==> src/rtl/slb_sqrt.sv <==
// Digit-by-digit integer square root, one result bit per cycle.
// No package dependencies.
module slb_sqrt #(
    parameter int OUT_W = 24
) (
    input  logic               aclk,
    input  logic               aresetn,
    input  logic               start,
    input  logic [2*OUT_W-1:0] radicand,
    output logic               done,
    output logic [OUT_W-1:0]   root
);

    localparam int IN_W  = 2 * OUT_W;
    localparam int RW    = OUT_W + 4;
    localparam int CNT_W = $clog2(OUT_W + 1);

    logic [IN_W-1:0]  val_reg;
    logic [RW-1:0]    rem_reg;
    logic [OUT_W-1:0] root_reg;
    logic [CNT_W-1:0] cnt_reg;
    logic             busy_reg;
    logic             done_reg;
    logic [RW-1:0]    rem_sh;
    logic [RW-1:0]    trial;
    logic             fits;

    always_comb begin
        rem_sh = {rem_reg[RW-3:0], val_reg[IN_W-1:IN_W-2]};
        trial  = {2'b00, root_reg, 2'b01};
        fits   = rem_sh >= trial;
    end

    always_ff @(posedge aclk) begin
        if (!aresetn) begin
            busy_reg <= 1'b0;
            done_reg <= 1'b0;
            cnt_reg  <= '0;
        end else begin
            done_reg <= 1'b0;
            if (start) begin
                busy_reg <= 1'b1;
                cnt_reg  <= CNT_W'(OUT_W);
            end else if (busy_reg) begin
                cnt_reg <= cnt_reg - CNT_W'(1);
                if (cnt_reg == CNT_W'(1)) begin
                    busy_reg <= 1'b0;
                    done_reg <= 1'b1;
                end
            end
        end
    end

    always_ff @(posedge aclk) begin
        if (start) begin
            val_reg  <= radicand;
            rem_reg  <= '0;
            root_reg <= '0;
        end else if (busy_reg) begin
            val_reg  <= {val_reg[IN_W-3:0], 2'b00};
            rem_reg  <= fits ? rem_sh - trial : rem_sh;
            root_reg <= {root_reg[OUT_W-2:0], fits};
        end
    end

    assign done = done_reg;
    assign root = root_reg;

endmodule
==> config.mk <==
export PLATFORM = sky130hd
export DESIGN_NAME = slb_sqrt
export DESIGN_NICKNAME = d
export VERILOG_FILES = /design/src/rtl/slb_sqrt.sv
export SDC_FILE = /design/constraint.sdc
export NUM_CORES = 1
export LEC_CHECK = 0
export CORE_UTILIZATION = 30
export CTS_CLUSTER_SIZE = 8
export DETAILED_ROUTE_END_ITERATION = 6
export DONT_BUFFER_PORTS = 1
export GPL_ROUTABILITY_DRIVEN = 0
export HOLD_SLACK_MARGIN = 0.12
export PLACE_DENSITY = 0.54
export SYNTH_ARGS = -nofsm -noshare
export SYNTH_HDL_FRONTEND = slang
export SYNTH_SLANG_ARGS = --single-unit
==> constraint.sdc <==
create_clock -name aclk -period 3.5 [get_ports aclk]
set_clock_uncertainty 0.15 [all_clocks]
set_input_delay 0.7 -clock aclk [delete_from_list [all_inputs] [get_ports aclk]]
set_output_delay 0.7 -clock aclk [all_outputs]
set_load 0.01 [all_outputs]
* After elaboration in Yosys (flattened, before gate mapping) *
Index checks and enable logic that the tools add are counted.

operators by class
  add/sub/neg operators = 2
  $lt $le $gt $ge = 1
  equal/unequal tests = 1
  multiplexer cells = 9
  bitwise operators = 2
  reduce and logical (&&, ||, !) cells = 3

operators by type and width
  kind                                                                number
  48-bit two-way mux                                                  2
  28-bit by 26-bit >= comparator with 1-bit output                    1
  26-bit two-way mux                                                  1
  26-bit subtractor                                                   1
  5-bit two-way mux                                                   2
  5-bit by 1-bit == test with 1-bit output, second input constant     1
  5-bit by 1-bit subtractor with 5-bit output, second input constant  1
  1-bit two-way mux                                                   4
  3-bit OR reduction                                                  1
  1-bit NOT                                                           2
  2-bit nonzero test                                                  1
  2-bit OR reduction                                                  1

storage, ports and cells
  register bits after elaboration = 105
  input port bits = 51
  output and inout port bits = 25
  logic and storage cells = 25

* Logic depth before layout (Yosys ltp) *
  depth after elaboration = 4
  mapped depth = 13
  mapped depth without buffers = 10

* Least setup slack after synthesis *
No wires, ideal clock.

  path type = reg-to-reg
  from = register root_reg[15], in the netlist root[15]
  to = register rem_reg[18]
  setup time = 0.075 ns
  arrival = 2.575 ns
  required time = 3.275 ns
  slack = 0.699 ns
  cell stages (with the launch flop) = 14
  path buffers = 3
  period minus slack after synthesis = 2.801 ns
  cell sequence = dfxtp_1 -> inv_1 -> ha_1 -> buf_6 -> a21o_1 -> or3_1 -> a31oi_2 -> o31ai_2 -> a31oi_2 -> o211ai_2 -> buf_6 -> buf_6 -> o31a_1 -> o22ai_2

on the way
  longest elaborated chain between the ends = 2
  elaborated cells between the ends (all ways) = 3
  those cells by class = add/sub: 1; order compare: 1; mux: 1

ends and longest elaborated chain
  element                                                                                       RTL line  RTL
  start: declaration                                                                            20        logic [OUT_W-1:0] root_reg;
  start signal: assignment                                                                      62        root_reg <= {root_reg[OUT_W-2:0], fits};
  26-bit subtractor / 28-bit by 26-bit >= comparator with 1-bit output (equally long branches)  61, 31
  26-bit two-way mux *                                                                          61        rem_reg <= fits ? rem_sh - trial : rem_sh;
  end signal: assignment                                                                        61
  end: declaration                                                                              19        logic [RW-1:0] rem_reg;

Mark *: on every way between the ends. The rest lies on a longest branch, timed or not.
A chain may end at the register's enable or synchronous reset.

* Worst setup path in the final report *
  from = register root_reg[16], in the netlist root[16]
  to = register rem_reg[14]

on the way
  longest elaborated chain between the ends = 2

ends and longest elaborated chain
  element                                           RTL line  RTL
  28-bit by 26-bit >= comparator with 1-bit output  31        fits = rem_sh >= trial;
  26-bit two-way mux                                61

No other way between the ends.

==> flow_summary.yaml <==
logic_synthesis:
  synth-xor-area-share_pct: 4.06
  syn_area_sq_um: 5830
  yosysUniqueCellTypes: 57
  yosys_warnings: 0
  synth_edf_count: 48
  synth_fa_ha_area_share_pct: 6.01
  synth_ff_type: "dfxtp_1"
  synth_nets: 640
  async_reset_ff_share_pct: 0
  synth_top_family_by_area: "multiplexers"
  synth_compound_area_share_pct: 13.6
  ys_ff_latch: 105
  synthSimpleGateAreaFrac_pct: 10.2
  avgSynthCellArea_sq_um: 10.4
  muxShareOfSynthArea_pct: 17.0
  ys_seq_area_share_pct: 44.3
  synth_cells: 561
cells_and_area:
  drive_gt1_share_pct: 14.5
  final_cells: 814
  area_delta_synth_final_pct: 9.83
  fin_area_sq_um: 6400
  multi_input_area_sq_um: 2970
  nFillCells: 1947
  seq_area_sq_um: 2580
  final_common_cell: "nor2_1"
  largest_reg_flops: 48
  fin_nets: 627
  final_cell_mix: "nor2_1 (69), dfxtp_1 (56), edfxtp_1 (48), mux2_2 (46), mux2i_1 (46)"
floorplanning:
  dieHeight_um: 141
  start_util_pct: 30.9
  die_x_um: 141
  rows: 50
  dieArea_sq_um: 20000
  core_sq_um: 18900
  pin_count: 76
global_route:
  grt_pass1_wl_um: 19900
  track_usage_pct: 12.5
  grt_overflow: 0
  grt_max_degree: 106
  antenna_found_initial: 1
  grt_pass1_vias: 4015
clock_tree:
  cts_resized: 0
  cts_root_buffer: "clkbuf_16"
  clk_latency_ns: 0.35
  post_cts_buffers: 0
  cts_tree: "yes"
  hold_buffers: 0
  ctsHtreeMaxLevel: 3
  path_clk_slew_ns: 0.08
  clockBufferDepth: 2
  cts_buffers: 9
  clkSinkCount: 105
critical_path:
  slowest_stage: "ha_1"
  cp.arrival_ns: 3.22
  cp-end-kind: "register"
  crit_path_cell_trace: "inv_1, ha_1, and3_1, nand2_1, nor3_1, a31oi_2, o211ai_4, buf_12, mux2i_1, a211oi_1"
  startpoint_type: "register"
  reg2reg_to: "rem_reg[14]"
  rrSetupSlack_ns: 0.33
  r2r_start: "root[16]"
  r2r_cells: 10
  worstPathRequired_ns: 3.55
  crit_path_end: "rem_reg[14]"
  path_class: "reg2reg"
  crit_path_max_fanout: 12
  crit_start: "root[16]"
  cp_slowest_stage_delay_ns: 0.44
timing:
  fmax_ghz: 0.315
  setup_violations: 0
  tns_ns: 0
  rsz0062_at_grt: "no"
  drv_slew: 0
  timing.final.crit_share_pct: 90.6
  worstMarginPinSlew_ns: 0.834
  final-hold-violation-count: 0
  slew_headroom_pct: 44.4
  fin_crit_ns: 3.17
pwr:
  pwr-share-comb_pct: 36.2
  clkPwrFrac_pct: 26.3
  power_switching_share_pct: 34.0
  internal_power_w: 0.00261
  power_density_nw_per_um2: 618
  p_sw_w: 0.00135
  p_leak_nw: 2.45
  p_total_w: 0.00396
  peakVddDrop_mv: 0.296
  pwr-share-seq_pct: 37.5
detailed_routing:
  viasPerCell: 4.85
  ant_nets: 0
  firstDrtPassIters: 4
  dr_total_vias: 3948
  drc_errors: 0
  drt_iter0_markers: 229
  wirelength_um: 11900
  avgRoutedWirePerCell_um: 14.6
status:
  status: "completed"
placed_design:
  placed_cells: 797
  io_buffers: 0
  placed_cell_area_sq_um: 6080
  place_hpwl_um: 8380
run:
  drv_cap: 0
hold_path:
  hp-class: "in2reg"
power groups by stage:
stage / Clock [W] / Sequential [W] / Combinational (W)
after global placement: 0 / 0.00151 / 0.00141
final: 0.00104 / 0.00148 / 0.00143
after detailed placement: 0 / 0.00151 / 0.00142
after floorplan: 0 / 0.00149 / 0.00119
after global routing: 0.00113 / 0.00150 / 0.00159
after CTS: 0.00108 / 0.00149 / 0.00143
worst min-delay path by stage:
stage,to,start,slack (ns),cells past startpoint
after floorplan,rem_reg[24],rem_reg[24],0.31,2
after global placement,rem_reg[24],rem_reg[24],0.33,2
after detailed placement,rem_reg[4],rem_reg[4],0.34,2
after CTS,rem_reg[3],start,0.26,1
after global routing,rem_reg[3],start,0.26,1
final,rem_reg[3],start,0.29,1
Yosys cell counts (2+ instances only):
cell type   n  area, sq um
mux2_2     46          518
nand3_1     5         25.0
o21ai_0    11         55.1
a2111oi_0   2         17.5
and3_1      4         25.0
a21oi_1    21          105
o21a_1      9         67.6
o31a_1      3         26.3
o221ai_1    2         17.5
clkbuf_1   19         71.3
ha_1       28          350
nor3_1      9         45.0
o211ai_1    3         22.5
and2_1      3         18.8
xor2_1      9         78.8
dfxtp_1    57         1140
nor2_1     69          259
a21o_1     12         90.1
nand4_1     4         25.0
or2_2       2         12.5
mux2i_1    46          460
nand2b_1    7         43.8
buf_6       4         45.0
o22ai_1     2         12.5
xnor2_1    18          158
buf_2       2         10.0
nand2_1    23         86.3
buf_1       4         15.0
inv_1      35          131
nor4b_1     2         17.5
edfxtp_1   48         1440
clkbuf_2    2         10.0
a31oi_2     2         25.0
a211oi_1   25          188
per-stage QoR:
| stage | util (%) | hold slack [ns] | setup slack [ns] |
|---|---|---|---|
| 2_1_floorplan | - | 0.313 | 0.699 |
| 3_3_place_gp | 32.2 | 0.327 | 0.308 |
| 3_5_place_dp | 32.2 | 0.341 | 0.259 |
| 4_1_cts | 33.8 | 0.258 | 0.242 |
| 5_1_grt | 33.9 | 0.258 | 0.0622 |
| 6_report | 33.9 | 0.288 | 0.330 |
final cells by class:
cell class,instances,share of cell area [%]
diodes,1,0.0391
clock buffers,9,3.52
clock inverters,7,1.31
inverters,35,2.05
multi-input cells,390,46.4
flip-flops and latches,105,40.4
well taps,260,5.08
repair buffers,7,1.21
worst max-delay path: cells and delay by family (launching register included):
family,cells,cell delay [ns]
AND/OR/NAND/NOR,3,0.77
AO/OA/AOI/OAI,3,0.69
adder cells (fa/ha/maj),1,0.44
flip-flops,1,0.43
buffers and inverters,2,0.29
multiplexers,1,0.24
kinds of logic after synthesis:
family	after synthesis
xor gates and xnor gates	27
AOI/OAI and AO/OA	109
buffers and inverters	66
muxes	93
DFF	105
and+or+nand+nor	133
adders and majority gates	28
metal layers:
| layer | vias up | global-route usage, % | routed length (um) |
|---|---|---|---|
| met5 | - | 0 | 0 |
| li1 | 1999 | - | - |
| met1 | 1858 | 15.4 | 5430 |
| met2 | 80 | 20.4 | 5470 |
| met3 | 11 | 4.42 | 797 |
| met4 | 0 | 4.19 | 170 |
Power figures use the tool's default switching activity.
