==> src/rtl/slb_div.sv <==
// Restoring divider, one quotient bit per cycle.
// No package dependencies.
module slb_div #(
    parameter int NUM_W = 56,
    parameter int DEN_W = 24
) (
    input  logic             aclk,
    input  logic             aresetn,
    input  logic             start,
    input  logic [NUM_W-1:0] dividend,
    input  logic [DEN_W-1:0] divisor,
    output logic             done,
    output logic [NUM_W-1:0] quotient
);

    localparam int CNT_W = $clog2(NUM_W + 1);

    logic [NUM_W-1:0] quo_reg;
    logic [DEN_W-1:0] rem_reg;
    logic [DEN_W-1:0] den_reg;
    logic [CNT_W-1:0] cnt_reg;
    logic             busy_reg;
    logic             done_reg;
    logic [DEN_W:0]   trial;
    logic             fits;
    logic [DEN_W-1:0] rem_next;

    always_comb begin
        trial    = {rem_reg, quo_reg[NUM_W-1]};
        fits     = trial >= {1'b0, den_reg};
        rem_next = fits ? DEN_W'(trial - {1'b0, den_reg}) : DEN_W'(trial);
    end

    always_ff @(posedge aclk) begin
        if (!aresetn) begin
            busy_reg <= 1'b0;
            done_reg <= 1'b0;
            cnt_reg  <= '0;
        end else begin
            done_reg <= 1'b0;
            if (start) begin
                busy_reg <= 1'b1;
                cnt_reg  <= CNT_W'(NUM_W);
            end else if (busy_reg) begin
                cnt_reg <= cnt_reg - CNT_W'(1);
                if (cnt_reg == CNT_W'(1)) begin
                    busy_reg <= 1'b0;
                    done_reg <= 1'b1;
                end
            end
        end
    end

    always_ff @(posedge aclk) begin
        if (start) begin
            quo_reg <= dividend;
            rem_reg <= '0;
            den_reg <= divisor;
        end else if (busy_reg) begin
            quo_reg <= {quo_reg[NUM_W-2:0], fits};
            rem_reg <= rem_next;
        end
    end

    assign done     = done_reg;
    assign quotient = quo_reg;

endmodule

==> config.mk <==
export PLATFORM = sky130hd
export DESIGN_NAME = slb_div
export DESIGN_NICKNAME = d
export VERILOG_FILES = /design/src/rtl/slb_div.sv
export SDC_FILE = /design/constraint.sdc
export NUM_CORES = 1
export LEC_CHECK = 0
export ABC_AREA = 0
export BUFFER_PORTS_ARGS = -buffer_cell sky130_fd_sc_hd__buf_2
export CAP_MARGIN = 10
export CELL_PAD_IN_SITES_DETAIL_PLACEMENT = 1
export CELL_PAD_IN_SITES_GLOBAL_PLACEMENT = 2
export CORE_UTILIZATION = 35
export DETAILED_ROUTE_END_ITERATION = 6
export PLACE_DENSITY_LB_ADDON = 0.2
export SLEW_MARGIN = 20
export SYNTH_ARGS = -nofsm -noshare
export SYNTH_HDL_FRONTEND = slang
export SYNTH_SLANG_ARGS = --single-unit
export TNS_END_PERCENT = 10
==> constraint.sdc <==
create_clock -name aclk -period 3.4 [get_ports aclk]
set_input_delay 0.17 -clock aclk [delete_from_list [all_inputs] [get_ports aclk]]
set_output_delay 0.17 -clock aclk [all_outputs]
set_load 0.03 [all_outputs]
# Word-level counts from Yosys, hierarchy flattened
# Index checks and enable logic that the tools add are counted.
# totals
regBits	112
in_bits	83
out_inout_bits	57
elab_cells	25
# op_classes
addsub	2
n_lt_le_gt_ge	1
n_eq_ne	1
mux	9
bitwise_logic	2
n_reduce_logical	3
# op_table
operator	count
two-way mux 56 bit	2
>= comparator 25 x 24 -> 1 bit	1
two-way mux 24 bit	1
subtractor 24 bit	1
two-way mux 6 bit	2
== test 6 x 1 -> 1 bit (second input constant)	1
subtractor 6 x 1 -> 6 bit (second input constant)	1
two-way mux 1 bit	4
OR reduction 3 bit	1
NOT 1 bit	2
nonzero test 2 bit	1
OR reduction 2 bit	1

# Longest topological paths before layout
# Gate-level depths: netlist (run 1).
# depth
depth_word	4
depth_mapped	12
depth_no_buf	11

# Least setup slack after synthesis (run 1)
# OpenSTA, ideal clock, no wires.
# synth_path
kind	flip-flop to flip-flop
startpoint	register quo_reg[55], in the netlist quotient[55]
endpoint	register rem_reg[18]
setup_time_ns	0.079
arrival_ns	2.574
required_ns	3.321
setup_slack_ns	0.746
path_stages_with_launch	12
path_buffers	0
period_less_slack_ns	2.654
cell_sequence	edfxtp_1 -> inv_1 -> ha_1 -> fa_1 -> nor2b_1 -> o31a_1 -> o311ai_1 -> a21boi_0 -> o21a_1 -> o21ai_0 -> or3b_1 -> a211oi_2
# synth_via
elab_chain_len	2
elab_cells_between_ends	3
cone_classes	1 x add/sub; 1 x order compare; 1 x mux
# synth_rtl
element	line_no	rtl
start: declaration	18	logic [NUM_W-1:0] quo_reg;
start signal: assignment	56	quo_reg <= dividend;
start signal: assignment	60	quo_reg <= {quo_reg[NUM_W-2:0], fits};
subtractor 24 bit or >= comparator 25 x 24 -> 1 bit (tied branches)	31, 30	
two-way mux 24 bit (*)	31	rem_next = fits ? DEN_W'(trial - {1'b0, den_reg}) : DEN_W'(trial);
end signal: assignment	61	rem_reg <= rem_next;
end: declaration	19	logic [DEN_W-1:0] rem_reg;
# Every way passes the cells marked *; elsewhere a longest branch is shown, timed or not.
# A chain may end at the register's enable or synchronous reset.

# Worst setup path in the final report (run 1)
# layout_path
startpoint	register quo_reg[55], in the netlist quotient[55]
endpoint	register rem_reg[22]
# The elaborated chain is that of the path after synthesis.

==> results of run 1 <==
-- worst reg2reg max path, delay by kind of cell (launching register included) --
family / cells / cell delay, ns
compound gates: 4 / 1.46
fa+ha+maj: 2 / 0.42
flops: 1 / 0.42
simple gates: 3 / 0.36
xor+xnor: 1 / 0.17
buf+inv: 1 / 0.09
-- final timing paths --
| kind | startpoint | slack [ns] | cells after the start | to |
|---|---|---|---|---|
| worst max register to register | quotient[55] | 0.41 | 11 | rem_reg[22] |
| worst min register to register | rem_reg[11] | 0.50 | 2 | rem_reg[12] |
| worst min-delay path | aresetn | 0.08 | 2 | cnt_reg[5] |
| worst max-delay path | quotient[55] | 0.41 | 11 | rem_reg[22] |
-- placed cells by master, fill, tap and decap left out, types with 3 or more instances in the layout --
cell type and instances:
o21ai_0 17, inv_1 31, and3_1 5, o31a_1 3, nor2_1 41, buf_4 7
buf_2 138, xor2_1 7, o21bai_1 4, o21a_1 5, mux2_2 56, nor2b_1 3
nand2_1 44, a211oi_1 10, a311oi_1 12, edfxtp_1 80, a21boi_0 3, dfxtp_1 32
ha_1 26, nor4_1 4, dlygate4sd3_1 24, nor3_1 10, nand3_1 6, mux2i_1 5
a21oi_1 30, a21o_1 7, xnor2_1 14, clkbuf_16 9
-- power groups by stage --
stage	clock (mW)	sequential (mW)	combinational [mW]
2_1_floorplan	0	1.85	0.504
3_5_place_dp	0	1.71	0.907
5_1_grt	1.12	1.70	1.01
4_1_cts	1.09	1.69	0.931
3_3_place_gp	0	1.71	0.892
6_report	1.04	1.68	0.918
-- cells by family (layout without fill, tap and decap cells) --
group / after synthesis / in the layout / share of synthesized area
AOI/OAI and AO/OA: 112 / 112 / 0.1363
xor gates and xnor gates: 21 / 21 / 0.03121
and+or+nand+nor: 131 / 131 / 0.1049
adders and majority gates: 27 / 27 / 0.05860
DFF: 112 / 112 / 0.5163
buffers and inverters: 54 / 217 / 0.03715
muxes: 61 / 61 / 0.1155
-- area by class of cell --
type / instances / area (um2)
clock buffers: 9 / 225.2
fillers: 1851 / 9169
repair buffers: 170 / 1003
multi-input cells: 352 / 2634
flip-flops and latches: 112 / 3043
clock inverters: 6 / 55.05
inverters: 32 / 120.1
well taps: 220 / 275.3
-- synthesized netlist by cell type (3+ instances only) --
cell	count
mux2_2	56
a21o_1	7
o21ai_0	17
a211oi_1	10
dfxtp_1	32
nor3_1	10
clkbuf_1	16
inv_1	31
o21bai_1	4
edfxtp_1	80
nor2b_1	3
nand3_1	6
a311oi_1	12
xnor2_1	14
xor2_1	7
nor2_1	41
mux2i_1	5
ha_1	26
o21a_1	5
a21boi_0	3
and3_1	5
o31a_1	3
nand2_1	45
nor4_1	4
a21oi_1	30
-- metal layers --
| layer | vias up | part of all wire |
|---|---|---|
| met5 | - | 0 |
| met3 | 12 | 0.070 |
| met2 | 107 | 0.48 |
| met1 | 2136 | 0.44 |
| met4 | 0 | 0.012 |
| li1 | 2235 | - |
-- per-stage QoR --
step	cells	power, mW
after floorplan	518	2.351
after global placement	862	2.601
after detailed placement	862	2.619
after CTS	901	3.704
after global routing	901	3.828
final	901	3.646
==> flow_summary.toml, run 1 <==
[run_status]
status = "completed"

[synth]
synth_edf_count = 80
syn_nets = 628
netlist_instances = 518
synth_async_sr_flop_share = 0
synth_top_flop_cell = "edfxtp_1"
ys_seq_area_frac = 0.5163
yosysTopAreaCell = "edfxtp_1"
synth_warnings = 0
yosys-top-cells-area = "edfxtp_1, dfxtp_1, mux2_2, ha_1, nand2_1"
synth_seq_cells = 112
avgSynthCellArea_um2 = 11.38
synth_cell_types = 61
synth_top_area_share = 0.4076
synth_area_mm2 = 0.005893

[global_route]
grt_busiest_layer = "met2"
grt_pass1_vias = 4933
globalRouteTotalUtil = 0.1784
grt.met2_usage = 0.3051
antenna_found_initial = 0
grt_pass1_wl_mm = 24.81
grt_max_degree = 108
met3_usage = 0.05959
grt_overflow = 0
grt_util_met1 = 0.2118

[die]
fp.dieH_um = 131.8
dieArea_mm2 = 0.01736
rows = 47
chipWidth_um = 131.8
io_pins = 140
start_util = 0.3566
coreArea_mm2 = 0.01652

[clock_tree]
clock_sinks = 112
postCtsHoldBufs = 24
clock_latency_ns = 0.36
cts-htree-levels = 3
cts_buffers = 9
clk_path_buf_depth = 2
cts_tree = "yes"
postCtsSetupBuffers = 0
cts_resized = 0
path_clk_slew_ns = 0.08
root_buffer = "clkbuf_16"

[worst_setup_path]
crit_fanout = 4
critPathMaxStageDelay_ns = 0.52
crit_chain = "inv_1 > ha_1 > fa_1 > nor2b_1 > o31a_1 > o311ai_1 > nand2_1 > o41ai_1 > xnor2_1 > nand2_1 > a211oi_1"
slowest_stage = "o41ai_1"
cp_num_buf_inv = 1
arrival_ns = 3.26
crit_type = "reg2reg"
required_ns = 3.67
cp_top_family = "compound AO/OA/AOI/OAI gates"
cp_common_cell = "nand2_1"
critPathLaunchType = "flop"
crit_path_end_kind = "flop"

[cells_and_area]
antenna-diode-count = 0
layout-drive-gt1-share = 0.3348
final_area_mm2 = 0.007356
post-route-util = 0.4451
num-nets-final = 787
area_delta_synth_final_pct = 24.82
largest_reg_flops = 56

[timing]
fin_tns_setup_ns = 0
slew_headroom = 0.5087
hold_violations = 0
finalCritPeriodShare = 0.8796
worst_pin_slew_ns = 0.7369
fin_skew_ns = 0.01034
fmax_ghz = 0.3344
layout_min_cycle_time_ns = 2.991
whs_ns = 0.08430
setup_ws_ns = 0.4093
slew_viol_final = 0
setup_viol = 0
grt_setup_unrepaired = "no"

[placement]
port-buffer-count = 139
post-place-ws_ns = 0.4261
hpwl_mm = 10.56
postPlaceCellArea_mm2 = 0.006835
place.gp.congestion = 0.7680

[power]
vdd_drop_max_v = 0.0002509
p_switching_mw = 1.158
p_int_mw = 2.487
combPwrFrac = 0.252
switching_share = 0.3177
power_density_mw_per_mm2 = 495.6
power_frac_seq = 0.462
clkPwrFrac = 0.287
p_leak_nw = 3.041

[hold_path]
hold_path.class = "in2reg"

[route]
wl_per_cell_um = 16.44
drc_errors = 0
dr.pass1.iters = 4
via_count = 4490
wl_mm = 14.82
first_iter_violations = 143
ant_nets = 0
viasPerCell = 4.983

[run]
maxCapViolations = 0
No activity file was read; power rests on OpenSTA's default activity.
==> run 2: changes to the inputs <==
CORE_MARGIN = 1   (was not set)
HOLD_SLACK_MARGIN = 0.12   (was not set)
==> run 2 against run 1 <==
Clock-buffer cell count is the same. Die area is the same. First-iteration DRC count grew 4.2%. Register-to-register slack is essentially flat. Combinational power grew 6.5%. Clock power is essentially flat. Core utilization grew 3.5 points. Critical path type unchanged.
==> flow_summary.toml, run 2 (same netlist as run 1, synthesis figures left out) <==
[timing]
finalCritPeriodShare = 0.8795
fin_tns_setup_ns = 0
worst_pin_slew_ns = 0.7417
grt_setup_unrepaired = "no"
hold_violations = 0
fin_skew_ns = 0.01178
fmax_ghz = 0.3344
setup_ws_ns = 0.4096
whs_ns = 0.3846
slew_headroom = 0.5056
slew_viol_final = 0
setup_viol = 0
layout_min_cycle_time_ns = 2.990

[power]
vdd_drop_max_v = 0.0002530
p_leak_nw = 3.279
power_mw = 3.718
power_density_mw_per_mm2 = 469.1

[run]
maxCapViolations = 0

[worst_setup_path]
rr_worst_depth = 11
reg2reg_slack_ns = 0.41
r2r-start = "quotient[55]"
crit_fanout = 4
required_ns = 3.67
cp_top_family = "compound AO/OA/AOI/OAI gates"
crit_type = "reg2reg"
critPathMaxStageDelay_ns = 0.53
arrival_ns = 3.26
slowest_stage = "o41ai_1"
cp_num_buf_inv = 1
critPathLaunchType = "flop"
reg2reg_to = "rem_reg[22]"
crit_chain = "inv_1 > ha_1 > fa_1 > nor2b_1 > o31a_1 > o311ai_1 > nand2_1 > o41ai_1 > xnor2_1 > nand2_1 > a211oi_1"
cp_common_cell = "nand2_1"
crit_path_end_kind = "flop"

[global_route]
grt_overflow = 0
globalRouteTotalUtil = 0.1950
grt_pass1_wl_mm = 27.10
met3_usage = 0.05421
grt_busiest_layer = "met2"
grt_max_degree = 108
antenna_found_initial = 0
grt_util_met1 = 0.2303
grt.met2_usage = 0.3457
grt_pass1_vias = 5287

[cells_and_area]
final_area_mm2 = 0.007926
fin_cells = 958
final_cell_mix = "buf_2, dlygate4sd3_1, edfxtp_1, mux2_2, nand2_1"
area_delta_synth_final_pct = 34.50
num-nets-final = 844
mostFrequentLayoutCell = "buf_2"
largest_reg_flops = 56
antenna-diode-count = 0
nFillCells = 1827
layout-drive-gt1-share = 0.3089
post-route-util = 0.4797

[hold_path]
whs_endpoint = "cnt_reg[4]"
min_from = "start"
hold_path_depth = 3
hold_path.class = "in2reg"

[die]
start_util = 0.3566
chipWidth_um = 131.8
coreArea_mm2 = 0.01652
rows = 47
io_pins = 140
dieArea_mm2 = 0.01736
fp.dieH_um = 131.8

[clock_tree]
clk_path_buf_depth = 2
cts_buffers = 9
path_clk_slew_ns = 0.08
cts-htree-levels = 3
cts_tree = "yes"
postCtsSetupBuffers = 0
clock_sinks = 112
root_buffer = "clkbuf_16"
clock_latency_ns = 0.36

[placement]
hpwl_mm = 10.56
dpl.cell_count = 862
postPlaceCellArea_mm2 = 0.006835
place.gp.congestion = 0.7680
post-place-ws_ns = 0.4261
port-buffer-count = 139

[route]
dr.pass1.iters = 4
viasPerCell = 4.974
drc_errors = 0
first_iter_violations = 149
via_count = 4765
wl_mm = 16.24
ant_nets = 0
wl_per_cell_um = 16.95

[run_status]
status = "completed"
-- run 2: cell count changes in the layout (fill, tap and decap cells not counted) --
cell,before,now
dlygate4sd3_1,24,81
-- run 2: tightest hold or removal path, delay by kind of cell --
kind / cells / cell delay [ns]
buffers and inverters: 2 / 0.32
AO/OA/AOI/OAI: 1 / 0.21
-- run 2: layout make-up --
class                           count  area (um2)  area share
Sequential cell                   112        3043      0.3839
Clock inverter                      6       55.05    0.006946
Clock buffer                        9       225.2     0.02841
Multi-Input combinational cell    352        2634      0.3323
Inverter                           32       120.1     0.01515
Timing Repair Buffer              227        1574      0.1986
Tap cell                          220       275.3     0.03473
-- run 2: what timing repair did --
item,4_1_cts,5_1_grt
hold buffers,81,0
endpoints found under the hold margin,84,0
resized for setup,0,0
-- run 2: how the worst max path moves through the flow --
| stage | start | endpoint | slack, ns | cells after the start |
|---|---|---|---|---|
| after global placement | quotient[55] | rem_reg[22] | 0.54 | 11 |
| after detailed placement | quotient[55] | rem_reg[22] | 0.43 | 11 |
| after global routing | quotient[55] | rem_reg[22] | 0.03 | 11 |
| after floorplan | quotient[55] | rem_reg[18] | 0.75 | 11 |
| after CTS | quotient[55] | rem_reg[22] | 0.36 | 11 |
| final | quotient[55] | rem_reg[22] | 0.41 | 11 |
-- run 2: layer usage --
metal  part of all wire  vias up  wire (um)
met4              0.011        0        180
met5                  0        -          0
met1               0.43     2296       7057
met2               0.50      105       8070
met3              0.057       14        928
li1                   -     2350          -
-- run 2: power breakdown --
part	total [mW]	internal (mW)	switching, mW
Clock	1.05	0.507	0.545
Combinational	0.978	0.411	0.566
Sequential	1.69	1.61	0.0757
Total	3.72	2.53	1.19
==> run 3: changes to the inputs <==
ABC_AREA = 1   (was 0)
CORE_UTILIZATION = 31   (was 35)
==> run 3 against run 2 <==
Clock-buffer cell count stayed put. Clock skew is 0.0015 ns lower. Core utilization is 5.8 points lower. Highest routed layer unchanged. Critical endpoint is now rem_reg[4].
==> flow_summary.toml, run 3 <==
[route]
viasPerCell = 4.525
ant_nets = 0
first_iter_violations = 213
wl_mm = 20.37
dr.pass1.iters = 4
via_count = 6122
drc_errors = 0
wl_per_cell_um = 15.06

[cells_and_area]
nFillCells = 2533
num-nets-final = 1188
largest_reg_flops = 56
final_cell_mix = "nand2_1, buf_2, inv_1, edfxtp_1, dlygate4sd3_1"
layout-drive-gt1-share = 0.1773
antenna-diode-count = 0
area_delta_synth_final_pct = 32.08
mostFrequentLayoutCell = "nand2_1"

[run]
maxCapViolations = 0

[die]
chipWidth_um = 146.8
fp.dieH_um = 146.8
coreArea_mm2 = 0.02036
dieArea_mm2 = 0.02155
rows = 52
start_util = 0.3192
io_pins = 140

[synth]
synth_cell_types = 36
yosysTopAreaCell = "edfxtp_1"
synth_area_mm2 = 0.006501
netlist_instances = 864
synth_common_cells = "nand2_1, inv_1, edfxtp_1"
yosys-top-cells-area = "edfxtp_1, nand2_1, dfxtp_1, inv_1, ha_1"
synth_edf_count = 80
avgSynthCellArea_um2 = 7.525
synth_seq_cells = 112
synth_async_sr_flop_share = 0
ys_seq_area_frac = 0.4681
syn_nets = 974
synth_top_flop_cell = "edfxtp_1"
synth_warnings = 0
synth_top_area_share = 0.3695
synth_most_common_cell = "nand2_1"

[run_status]
status = "completed"

[worst_setup_path]
reg2reg_slack_ns = 1.03
critPathMaxStageDelay_ns = 0.38
critPathLaunchType = "flop"
crit_type = "reg2reg"
reg2reg_to = "rem_reg[4]"
r2r-start = "den_reg[8]"
cp_top_family = "simple AND/OR/NAND/NOR gates"
arrival_ns = 2.59
crit_path_end_kind = "flop"
slowest_stage = "edfxtp_1"
required_ns = 3.62
rr_worst_depth = 13
crit_cells = 13
crit_fanout = 24
cp_common_cell = "nand2_1"
crit_chain = "inv_1 > ha_1 > nand2_1 > inv_2 > nand2_1 > nand2_1 > inv_2 > nand3_1 > nand2_2 > buf_4 > nand4_1 > nand3_1 > o21ai_1"
cp_num_buf_inv = 4

[timing]
slew_viol_final = 0
slew_headroom = 0.4053
fmax_ghz = 0.4215
fin_skew_ns = 0.01031
grt_setup_unrepaired = "no"
fin_tns_setup_ns = 0
setup_viol = 0
setup_ws_ns = 1.028
finalCritPeriodShare = 0.6978
layout_min_cycle_time_ns = 2.372
hold_violations = 0
worst_pin_slew_ns = 0.8920

[power]
power_mw = 3.377
p_leak_nw = 4.363
p_switching_mw = 1.043
power_density_mw_per_mm2 = 393.3
p_int_mw = 2.335
switching_share = 0.3087
combPwrFrac = 0.190
power_frac_seq = 0.485
vdd_drop_max_v = 0.0003099
clkPwrFrac = 0.325

[global_route]
grt_pass1_wl_mm = 34.13
grt_max_degree = 68
antenna_found_initial = 0
grt_pass1_vias = 6606
globalRouteTotalUtil = 0.2021
grt_overflow = 0

[clock_tree]
postCtsHoldBufs = 80
cts_resized = 0
clock_sinks = 112
root_buffer = "clkbuf_16"
postCtsSetupBuffers = 0
cts-htree-levels = 3
path_clk_slew_ns = 0.08
clk_path_buf_depth = 2
clock_latency_ns = 0.36
cts_tree = "yes"
cts_buffers = 9

[hold_path]
whs_endpoint = "quotient[55]"
hold_path_depth = 3
min_from = "dividend[55]"
hold_path.class = "in2reg"

[placement]
place.gp.congestion = 0.8066
hpwl_mm = 14.47
port-buffer-count = 139
post-place-ws_ns = 0.9942
-- run 3: through the flow --
stage / area, um2 / hold WS (ns) / cells / utilization
6_report: 8587 / 0.1777 / 1353 / 0.4217
4_1_cts: 8587 / 0.1539 / 1353 / 0.4217
2_1_floorplan: 6501 / 0.2689 / 864 / -
3_5_place_dp: 7487 / 0.3484 / 1257 / 0.3677
5_1_grt: 8587 / 0.1626 / 1353 / 0.4217
3_3_place_gp: 7487 / 0.3477 / 1257 / 0.3677
-- run 3: cell type report --
class / count / area, um2 / area share
Sequential cell: 112 / 3043 / 0.3544
Clock buffer: 9 / 225.2 / 0.02623
Clock inverter: 7 / 73.82 / 0.008597
Tap cell: 270 / 337.8 / 0.03934
Multi-Input combinational cell: 584 / 2804 / 0.3265
Timing Repair Buffer: 228 / 1567 / 0.1824
Inverter: 143 / 536.8 / 0.06251
-- run 3: cells by family after synthesis --
logic type,after synthesis,synth area share
compound gates,34,0.03022
xor+xnor,12,0.01617
buf+inv,168,0.1007
fa+ha+maj,27,0.05312
simple gates,511,0.3318
flops,112,0.4681
-- run 3: worst max path at each step --
stage	from	endpoint	slack [ns]
after floorplan	busy_reg	quotient[0]	0.63
after global placement	den_reg[6]	rem_reg[16]	1.02
after detailed placement	den_reg[6]	rem_reg[16]	0.99
after CTS	den_reg[6]	rem_reg[16]	0.99
after global routing	den_reg[8]	rem_reg[11]	0.79
final	den_reg[8]	rem_reg[4]	1.03
-- run 3: tightest hold or removal path: stages --
cell,delay (ns)
buf_2,0.07
nand2_1,0.04
nand2_1,0.12
-- run 3: power by group through the flow --
stage | logic [mW] | clock network [mW] | registers, mW
after floorplan | 0.226 | 0 | 1.80
after global placement | 0.571 | 0 | 1.67
after detailed placement | 0.574 | 0 | 1.67
after CTS | 0.645 | 1.14 | 1.64
after global routing | 0.708 | 1.17 | 1.66
final | 0.641 | 1.10 | 1.64
-- run 3: routing by layer --
layer | GRT usage | part of all wire | wire [um] | vias up
li1 | - | - | - | 3147
met5 | 0 | 0 | 0 | -
met4 | 0.04219 | 0.0094 | 191 | 0
met1 | 0.2560 | 0.47 | 9581 | 2848
met2 | 0.3502 | 0.47 | 9639 | 115
met3 | 0.04534 | 0.047 | 959 | 12
